$ cat config.mk
export PLATFORM = sky130hd
export DESIGN_NAME = cobs_packet_deframer
export DESIGN_NICKNAME = d
export VERILOG_FILES = /design/src/hdl/cpd_pkg.sv /design/src/hdl/cpd_step.sv /design/src/hdl/cobs_packet_deframer.sv
export SDC_FILE = /design/constraint.sdc
export NUM_CORES = 1
export LEC_CHECK = 0
export BUFFER_PORTS_ARGS = -buffer_cell sky130_fd_sc_hd__buf_2
export CAP_MARGIN = 0
export CORE_UTILIZATION = 45
export CTS_CLUSTER_DIAMETER = 120
export DETAILED_ROUTE_END_ITERATION = 8
export HOLD_SLACK_MARGIN = 0.06
export SYNTH_ARGS = -nofsm -noshare
export SYNTH_HDL_FRONTEND = slang
export SYNTH_SLANG_ARGS = --single-unit
export TNS_END_PERCENT = 30
$ cat constraint.sdc
create_clock -name clk -period 3.6 [get_ports clk]
set_clock_uncertainty 0.05 [all_clocks]
set_input_delay 0 -clock clk [delete_from_list [all_inputs] [get_ports clk]]
set_output_delay 0 -clock clk [all_outputs]
set_load 0.01 [all_outputs]
$ cat src/hdl/cpd_pkg.sv
// Shared types and constants for the COBS packet deframer.
`timescale 1ns / 1ps
`default_nettype none
package cpd_pkg;

  localparam int unsigned HEADER_BYTES = 4;
  localparam int unsigned CountWidth   = 9;

  typedef enum logic [2:0] {
    REG_START_MARKER    = 3'd0,
    REG_WAYPOINT_ID     = 3'd1,
    REG_WAYPOINT_LENGTH = 3'd2,
    REG_SETTINGS_ID     = 3'd3,
    REG_SETTINGS_LENGTH = 3'd4
  } reg_index_t;

  typedef struct packed {
    logic [7:0] start_marker;
    logic [7:0] waypoint_id;
    logic [7:0] waypoint_length;
    logic [7:0] settings_id;
    logic [7:0] settings_length;
  } cfg_t;

  typedef struct packed {
    logic                  inside_packet;
    logic [CountWidth-1:0] received_count;
    logic [7:0]            payload_length;
    logic [7:0]            current_id;
    logic [7:0]            group_remaining;
    logic                  group_was_full;
    logic [7:0]            decoded_count;
  } deframe_state_t;

  typedef struct packed {
    logic [7:0] data_byte;
    logic       data_valid;
    logic [7:0] byte_position;
    logic [7:0] message_id;
    logic       last;
    logic       accepted;
  } result_t;

endpackage
`default_nettype wire

$ cat src/hdl/cpd_step.sv
// Per-byte framing and COBS decode step: next state and optional result.
`timescale 1ns / 1ps
`default_nettype none
module cpd_step (
  input  wire cpd_pkg::cfg_t           cfg,
  input  wire cpd_pkg::deframe_state_t state,
  input  wire logic [7:0]              rx_byte,
  input  wire logic                    in_config_mode,
  output cpd_pkg::deframe_state_t      state_next,
  output logic                         has_result,
  output cpd_pkg::result_t             result
);

  localparam logic [cpd_pkg::CountWidth-1:0] CountHeader =
    cpd_pkg::CountWidth'(cpd_pkg::HEADER_BYTES);

  logic [cpd_pkg::CountWidth-1:0] count_inc;
  logic [cpd_pkg::CountWidth-1:0] end_count;
  logic                           ends;
  logic                           qualifies;
  logic                           is_wp;
  logic                           is_st;

  assign count_inc = state.received_count + 1'b1;
  assign end_count = {1'b0, state.payload_length} + CountHeader;

  always_comb begin
    state_next = state;
    has_result = 1'b0;
    result     = '0;
    result.message_id = state.current_id;

    if (!state.inside_packet) begin
      if (rx_byte == cfg.start_marker) begin
        state_next.inside_packet  = 1'b1;
        state_next.received_count = cpd_pkg::CountWidth'(1);
      end
    end else begin
      state_next.received_count = count_inc;
      if (count_inc == cpd_pkg::CountWidth'(2)) begin
        state_next.payload_length = rx_byte;
      end else if (count_inc == cpd_pkg::CountWidth'(3)) begin
        state_next.current_id = rx_byte;
        result.message_id     = rx_byte;
      end else begin
        if (count_inc == CountHeader) begin
          // first code byte; only a zero-length packet reports here
          state_next.group_remaining = (rx_byte == 8'd0) ? 8'd1 : rx_byte;
          state_next.group_was_full  = (rx_byte == 8'hFF);
          state_next.decoded_count   = '0;
          has_result = (state.payload_length == 8'd0);
        end else if (state.group_remaining > 8'd1) begin
          result.data_byte           = rx_byte;
          result.data_valid          = 1'b1;
          result.byte_position       = state.decoded_count;
          state_next.decoded_count   = state.decoded_count + 1'b1;
          state_next.group_remaining = state.group_remaining - 1'b1;
          has_result = 1'b1;
        end else begin
          // new code byte: implied zero unless the previous group was full
          if (!state.group_was_full) begin
            result.data_valid        = 1'b1;
            result.byte_position     = state.decoded_count;
            state_next.decoded_count = state.decoded_count + 1'b1;
          end
          state_next.group_remaining = (rx_byte == 8'd0) ? 8'd1 : rx_byte;
          state_next.group_was_full  = (rx_byte == 8'hFF);
          has_result = 1'b1;
        end
        if (has_result && ends) begin
          result.last               = 1'b1;
          result.accepted           = qualifies;
          state_next.inside_packet  = 1'b0;
          state_next.received_count = '0;
        end
      end
    end
  end

  assign ends      = (count_inc == end_count);
  assign is_wp     = (state.current_id == cfg.waypoint_id) &&
                     (state.payload_length == cfg.waypoint_length);
  assign is_st     = (state.current_id == cfg.settings_id) &&
                     (state.payload_length == cfg.settings_length);
  assign qualifies = in_config_mode && (is_wp || is_st);

endmodule
`default_nettype wire

$ cat src/hdl/cobs_packet_deframer.sv
// Top level: COBS packet deframer with config registers and output register.
// Latency: a result is presented the cycle after the transfer of the byte that causes it.
// Throughput: one byte per cycle; input stalls only while a held result is stalled.
// Header bytes (start, length, id, and the first code of a non-empty packet) give no result.
// Reset (rst, synchronous, active high) clears framing state and output valid,
// and loads the configuration registers with their defaults.
`timescale 1ns / 1ps
`default_nettype none
module cobs_packet_deframer (
  input  wire logic       clk,
  input  wire logic       rst,
  // configuration write port
  input  wire logic       cfg_write,
  input  wire logic [2:0] cfg_index,
  input  wire logic [7:0] cfg_data,
  // received byte channel
  input  wire logic       in_valid,
  output logic            in_stall,
  input  wire logic [7:0] rx_byte,
  input  wire logic       in_config_mode,
  // decoded result channel
  output logic            out_valid,
  input  wire logic       out_stall,
  output logic [7:0]      data_byte,
  output logic            data_valid,
  output logic [7:0]      byte_position,
  output logic [7:0]      message_id,
  output logic            last,
  output logic            accepted
);

  cpd_pkg::cfg_t           cfg;
  cpd_pkg::deframe_state_t state;
  cpd_pkg::deframe_state_t state_next;
  cpd_pkg::result_t        result_next;
  cpd_pkg::result_t        result;
  logic                    has_result;
  logic                    in_xfer;
  logic                    out_xfer;

  // The output register frees up in the same cycle its result transfers,
  // so a new byte can be taken every cycle unless the sink is stalling.
  assign in_stall = out_valid && out_stall;
  assign in_xfer  = in_valid && !in_stall;
  assign out_xfer = out_valid && !out_stall;

  // Configuration registers; indexes beyond the list are ignored.
  always_ff @(posedge clk) begin
    if (rst) begin
      cfg.start_marker    <= 8'd0;
      cfg.waypoint_id     <= 8'd1;
      cfg.waypoint_length <= 8'd0;
      cfg.settings_id     <= 8'd2;
      cfg.settings_length <= 8'd0;
    end else if (cfg_write) begin
      case (cfg_index)
        cpd_pkg::REG_START_MARKER:    cfg.start_marker    <= cfg_data;
        cpd_pkg::REG_WAYPOINT_ID:     cfg.waypoint_id     <= cfg_data;
        cpd_pkg::REG_WAYPOINT_LENGTH: cfg.waypoint_length <= cfg_data;
        cpd_pkg::REG_SETTINGS_ID:     cfg.settings_id     <= cfg_data;
        cpd_pkg::REG_SETTINGS_LENGTH: cfg.settings_length <= cfg_data;
        default: ;
      endcase
    end
  end

  cpd_step u_step (
    .cfg            (cfg),
    .state          (state),
    .rx_byte        (rx_byte),
    .in_config_mode (in_config_mode),
    .state_next     (state_next),
    .has_result     (has_result),
    .result         (result_next)
  );

  // Framing state advances on every input transfer, result or not.
  always_ff @(posedge clk) begin
    if (rst) begin
      state <= '0;
    end else if (in_xfer) begin
      state <= state_next;
    end
  end

  // Output register.
  always_ff @(posedge clk) begin
    if (rst) begin
      out_valid <= 1'b0;
    end else if (in_xfer && has_result) begin
      out_valid <= 1'b1;
    end else if (out_xfer) begin
      out_valid <= 1'b0;
    end
  end

  always_ff @(posedge clk) begin
    if (in_xfer && has_result) begin
      result <= result_next;
    end
  end

  assign data_byte     = result.data_byte;
  assign data_valid    = result.data_valid;
  assign byte_position = result.byte_position;
  assign message_id    = result.message_id;
  assign last          = result.last;
  assign accepted      = result.accepted;

endmodule
`default_nettype wire
==> run metrics <==
first-pass GRT wire length 21.3 mm; Startpoint Class flop; count of pins over their slew limit 0; Layout Cells excl Fill 842; initial antenna violation count 0; clock slew at reported path FFs 0.07 ns; vias in the first global route 4152; top post-synthesis cells by area dfxtp_1 (30%), edfxtp_1 (14%), xnor2_1 (7.3%), nand2_1 (6.0%), mux2i_1 (4.3%); htree depth 3; total number of vias 4444; drt first pass iters 5; Post-Syn Instances 615; Worst VDD drop 251 µV; largest net degree at the start of global routing 62; area leader, netlist dfxtp_1; Distinct cells, synth 65; Max FO, Critical Path 9; crit end category flop; PwrDens 369 nW/µm²; half-perimeter wire length after placement 9.14 mm; final period utilization 85.2%; Net Sw Frac 22.4%; core area 12100 µm²; delay of the slowest critical-path stage 0.53 ns; Leak 2.47 nW; relative slew slack 53.5%; Starting Density 46.6%; outcome finished clean; number of synthesized flops with an enable pin 27; total track usage 21.3%; CP max stage cell xor2_1; Antenna Nets Post-Route 0; register share of total power 53.7%; fraction of layout cells with a size suffix above 1 15.4%; clock network fraction of total power 41.2%; synthesis-to-finish area growth 14.8%; routability cong. 0.825; DIE WIDTH 114 µm; CP most frequent cell buf_4; ys flop type dfxtp_1; setup_tns 0 ns; sequential-to-total area share from yosys stat 44.1%; Die H 114 µm; grt total ovfl 0; combinational power share 5.1%; Inst Count DP 803; Avg Inst Size Synth 9.18 µm²; synthesized area 5650 µm²; clock root buffer clkbuf_16; ant diodes 0; clk buf depth 2; Internal Power 1.86 mW; Yosys top cell area share 29.8%; Psw 0.536 mW; Yosys reg bits 111; DR iter-0 viols 337; CP Class flop to flop; Ys Warns 0; WL/cell 15.6 µm; fmax 0.326 GHz; Tmin final 3.07 ns; Worst Path Required 3.77 ns; DRT Wirelength 13.1 mm; Critical Path, Cell by Cell ha_1, xor2_1, xnor2_1, o2111ai_1, nor4b_1, nand4_1, buf_4, buf_4, a22oi_1, nor2_1; critical path's top delay family XOR/XNOR gates; max_cap viols 0; Crit path arrival time 3.24 ns; FP Rows 40; Worst Path Buf+Inv 2; CTS Buf Count 9; endpoints failing setup 0; Clock Latency Late Sink 0.36 ns; RSZ-0062 raised after global routing false; CTS tree built; via/cell ratio 5.28; Final Hold Fails 0; post-synth net total 649; PortBufs 53; total clock sinks 111; drc violations 0; Worst R2R Setup Slack 0.53 ns; die area 13000 µm²; Synth async-reset ratio 0%; io pins 54; Layout Utilization 53.5%; Layout Nets 703; Worst Max-Slew Pin Slew 0.695 ns; hold crit path type input pin to flop
[final cells by class]
cell class / instances / area [µm²]
tap: 168 / 210
inverter: 14 / 52.6
sequential: 111 / 2490
multi-input combinational: 452 / 2900
clock buffer: 12 / 267
fill: 1175 / 5630
timing repair buffer: 81 / 528
clock inverter: 4 / 27.5
[cell usage after synthesis (7+ instances only)]
| library cell | number |
|---|---|
| dfxtp_1 | 84 |
| ha_1 | 9 |
| xnor2_1 | 47 |
| mux2_2 | 7 |
| nor3_1 | 10 |
| a21oi_1 | 46 |
| nand3_1 | 16 |
| and2_1 | 18 |
| clkbuf_1 | 23 |
| buf_2 | 8 |
| mux2i_1 | 24 |
| nand4_1 | 20 |
| inv_1 | 14 |
| edfxtp_1 | 27 |
| nor4_1 | 9 |
| nand2_1 | 91 |
| nor2_1 | 56 |
| xor2_1 | 11 |
| o21ai_0 | 17 |
[timing repair]
action | CTS | global route
setup buffers | 0 | 2
endpoints found under the hold margin | 75 | 0
hold buffers | 21 | 0
setup endpoints to repair | 0 | 6
resized for setup | 0 | 0
[cell usage in the layout (no fill, tap or decap), types with 3 or more instances in the layout]
cell type / n
nand2_1: 91
dfxtp_1: 84
nor2_1: 56
buf_2: 53
xnor2_1: 47
a21oi_1: 46
edfxtp_1: 27
mux2i_1: 24
dlygate4sd3_1: 21
nand4_1: 20
and2_1: 18
o21ai_0: 17
nand3_1: 16
inv_1: 14
xor2_1: 11
nor3_1: 10
nor4_1: 9
ha_1: 9
clkbuf_16: 9
mux2_2: 7
buf_4: 7
a22oi_1: 6
nand3b_1: 5
or3_1: 5
mux2_1: 4
and3_1: 4
nor2b_1: 3
clkbuf_8: 3
[cell families after synthesis]
logic type      count (synthesis)  share of synthesized area (%)
compound gates                 95                           11.4
mux                            35                           6.45
buf+inv                        52                           4.45
xor+xnor                       58                           9.00
fa+ha+maj                       9                           1.99
flops                         111                           44.1
simple gates                  255                           22.6
[power by group through the flow]
stage	combinational, mW	sequential, mW	clock (mW)
2_1_floorplan	0.0641	1.31	0
3_3_place_gp	0.103	1.31	0
3_5_place_dp	0.105	1.31	0
4_1_cts	0.122	1.28	1.01
5_1_grt	0.132	1.29	1.07
6_report	0.122	1.29	0.987
[registers in the layout (all words and copies together), names as in the netlist]
register,count
accepted,1
cfg,40
data_byte,8
out_valid,1
data_valid,1
byte_position,8
last,1
state,43
message_id,8
[path summary, 6_finish.rpt]
path | depth (start not counted) | start | end
setup / recovery | 10 | state[33] | state[34]
hold / removal | 4 | cfg_index[0] | cfg[18]
setup reg to reg | 10 | state[33] | state[34]
hold reg to reg | 2 | state[8] | state[8]
[routing by layer]
layer | up-vias | wire [µm] | GRT usage [%]
li1 | 2237 | - | -
met1 | 2110 | 6050 | 28.2
met2 | 85 | 6310 | 34.1
met3 | 12 | 560 | 4.46
met4 | 0 | 187 | 8.31
met5 | - | 0 | 0
[worst min-delay path: stages]
cell	delay (ns)
buf_2	0.12
nor2_1	0.17
nand2_1	0.11
a21oi_1	0.05
[through the flow]
step / cell area, µm² / hold WS (ns) / power, mW / setup slack [ns]
global placement: 5960 / 0.250 / 1.42 / 0.475
detailed placement: 5960 / 0.256 / 1.42 / 0.286
global route: 6480 / 0.0888 / 2.49 / 0.348
CTS: 6460 / 0.0750 / 2.42 / 0.232
finish: 6480 / 0.0963 / 2.39 / 0.532
floorplan: 5650 / 0.0711 / 1.38 / 0.405
No activity file was read; power rests on OpenSTA's default activity.
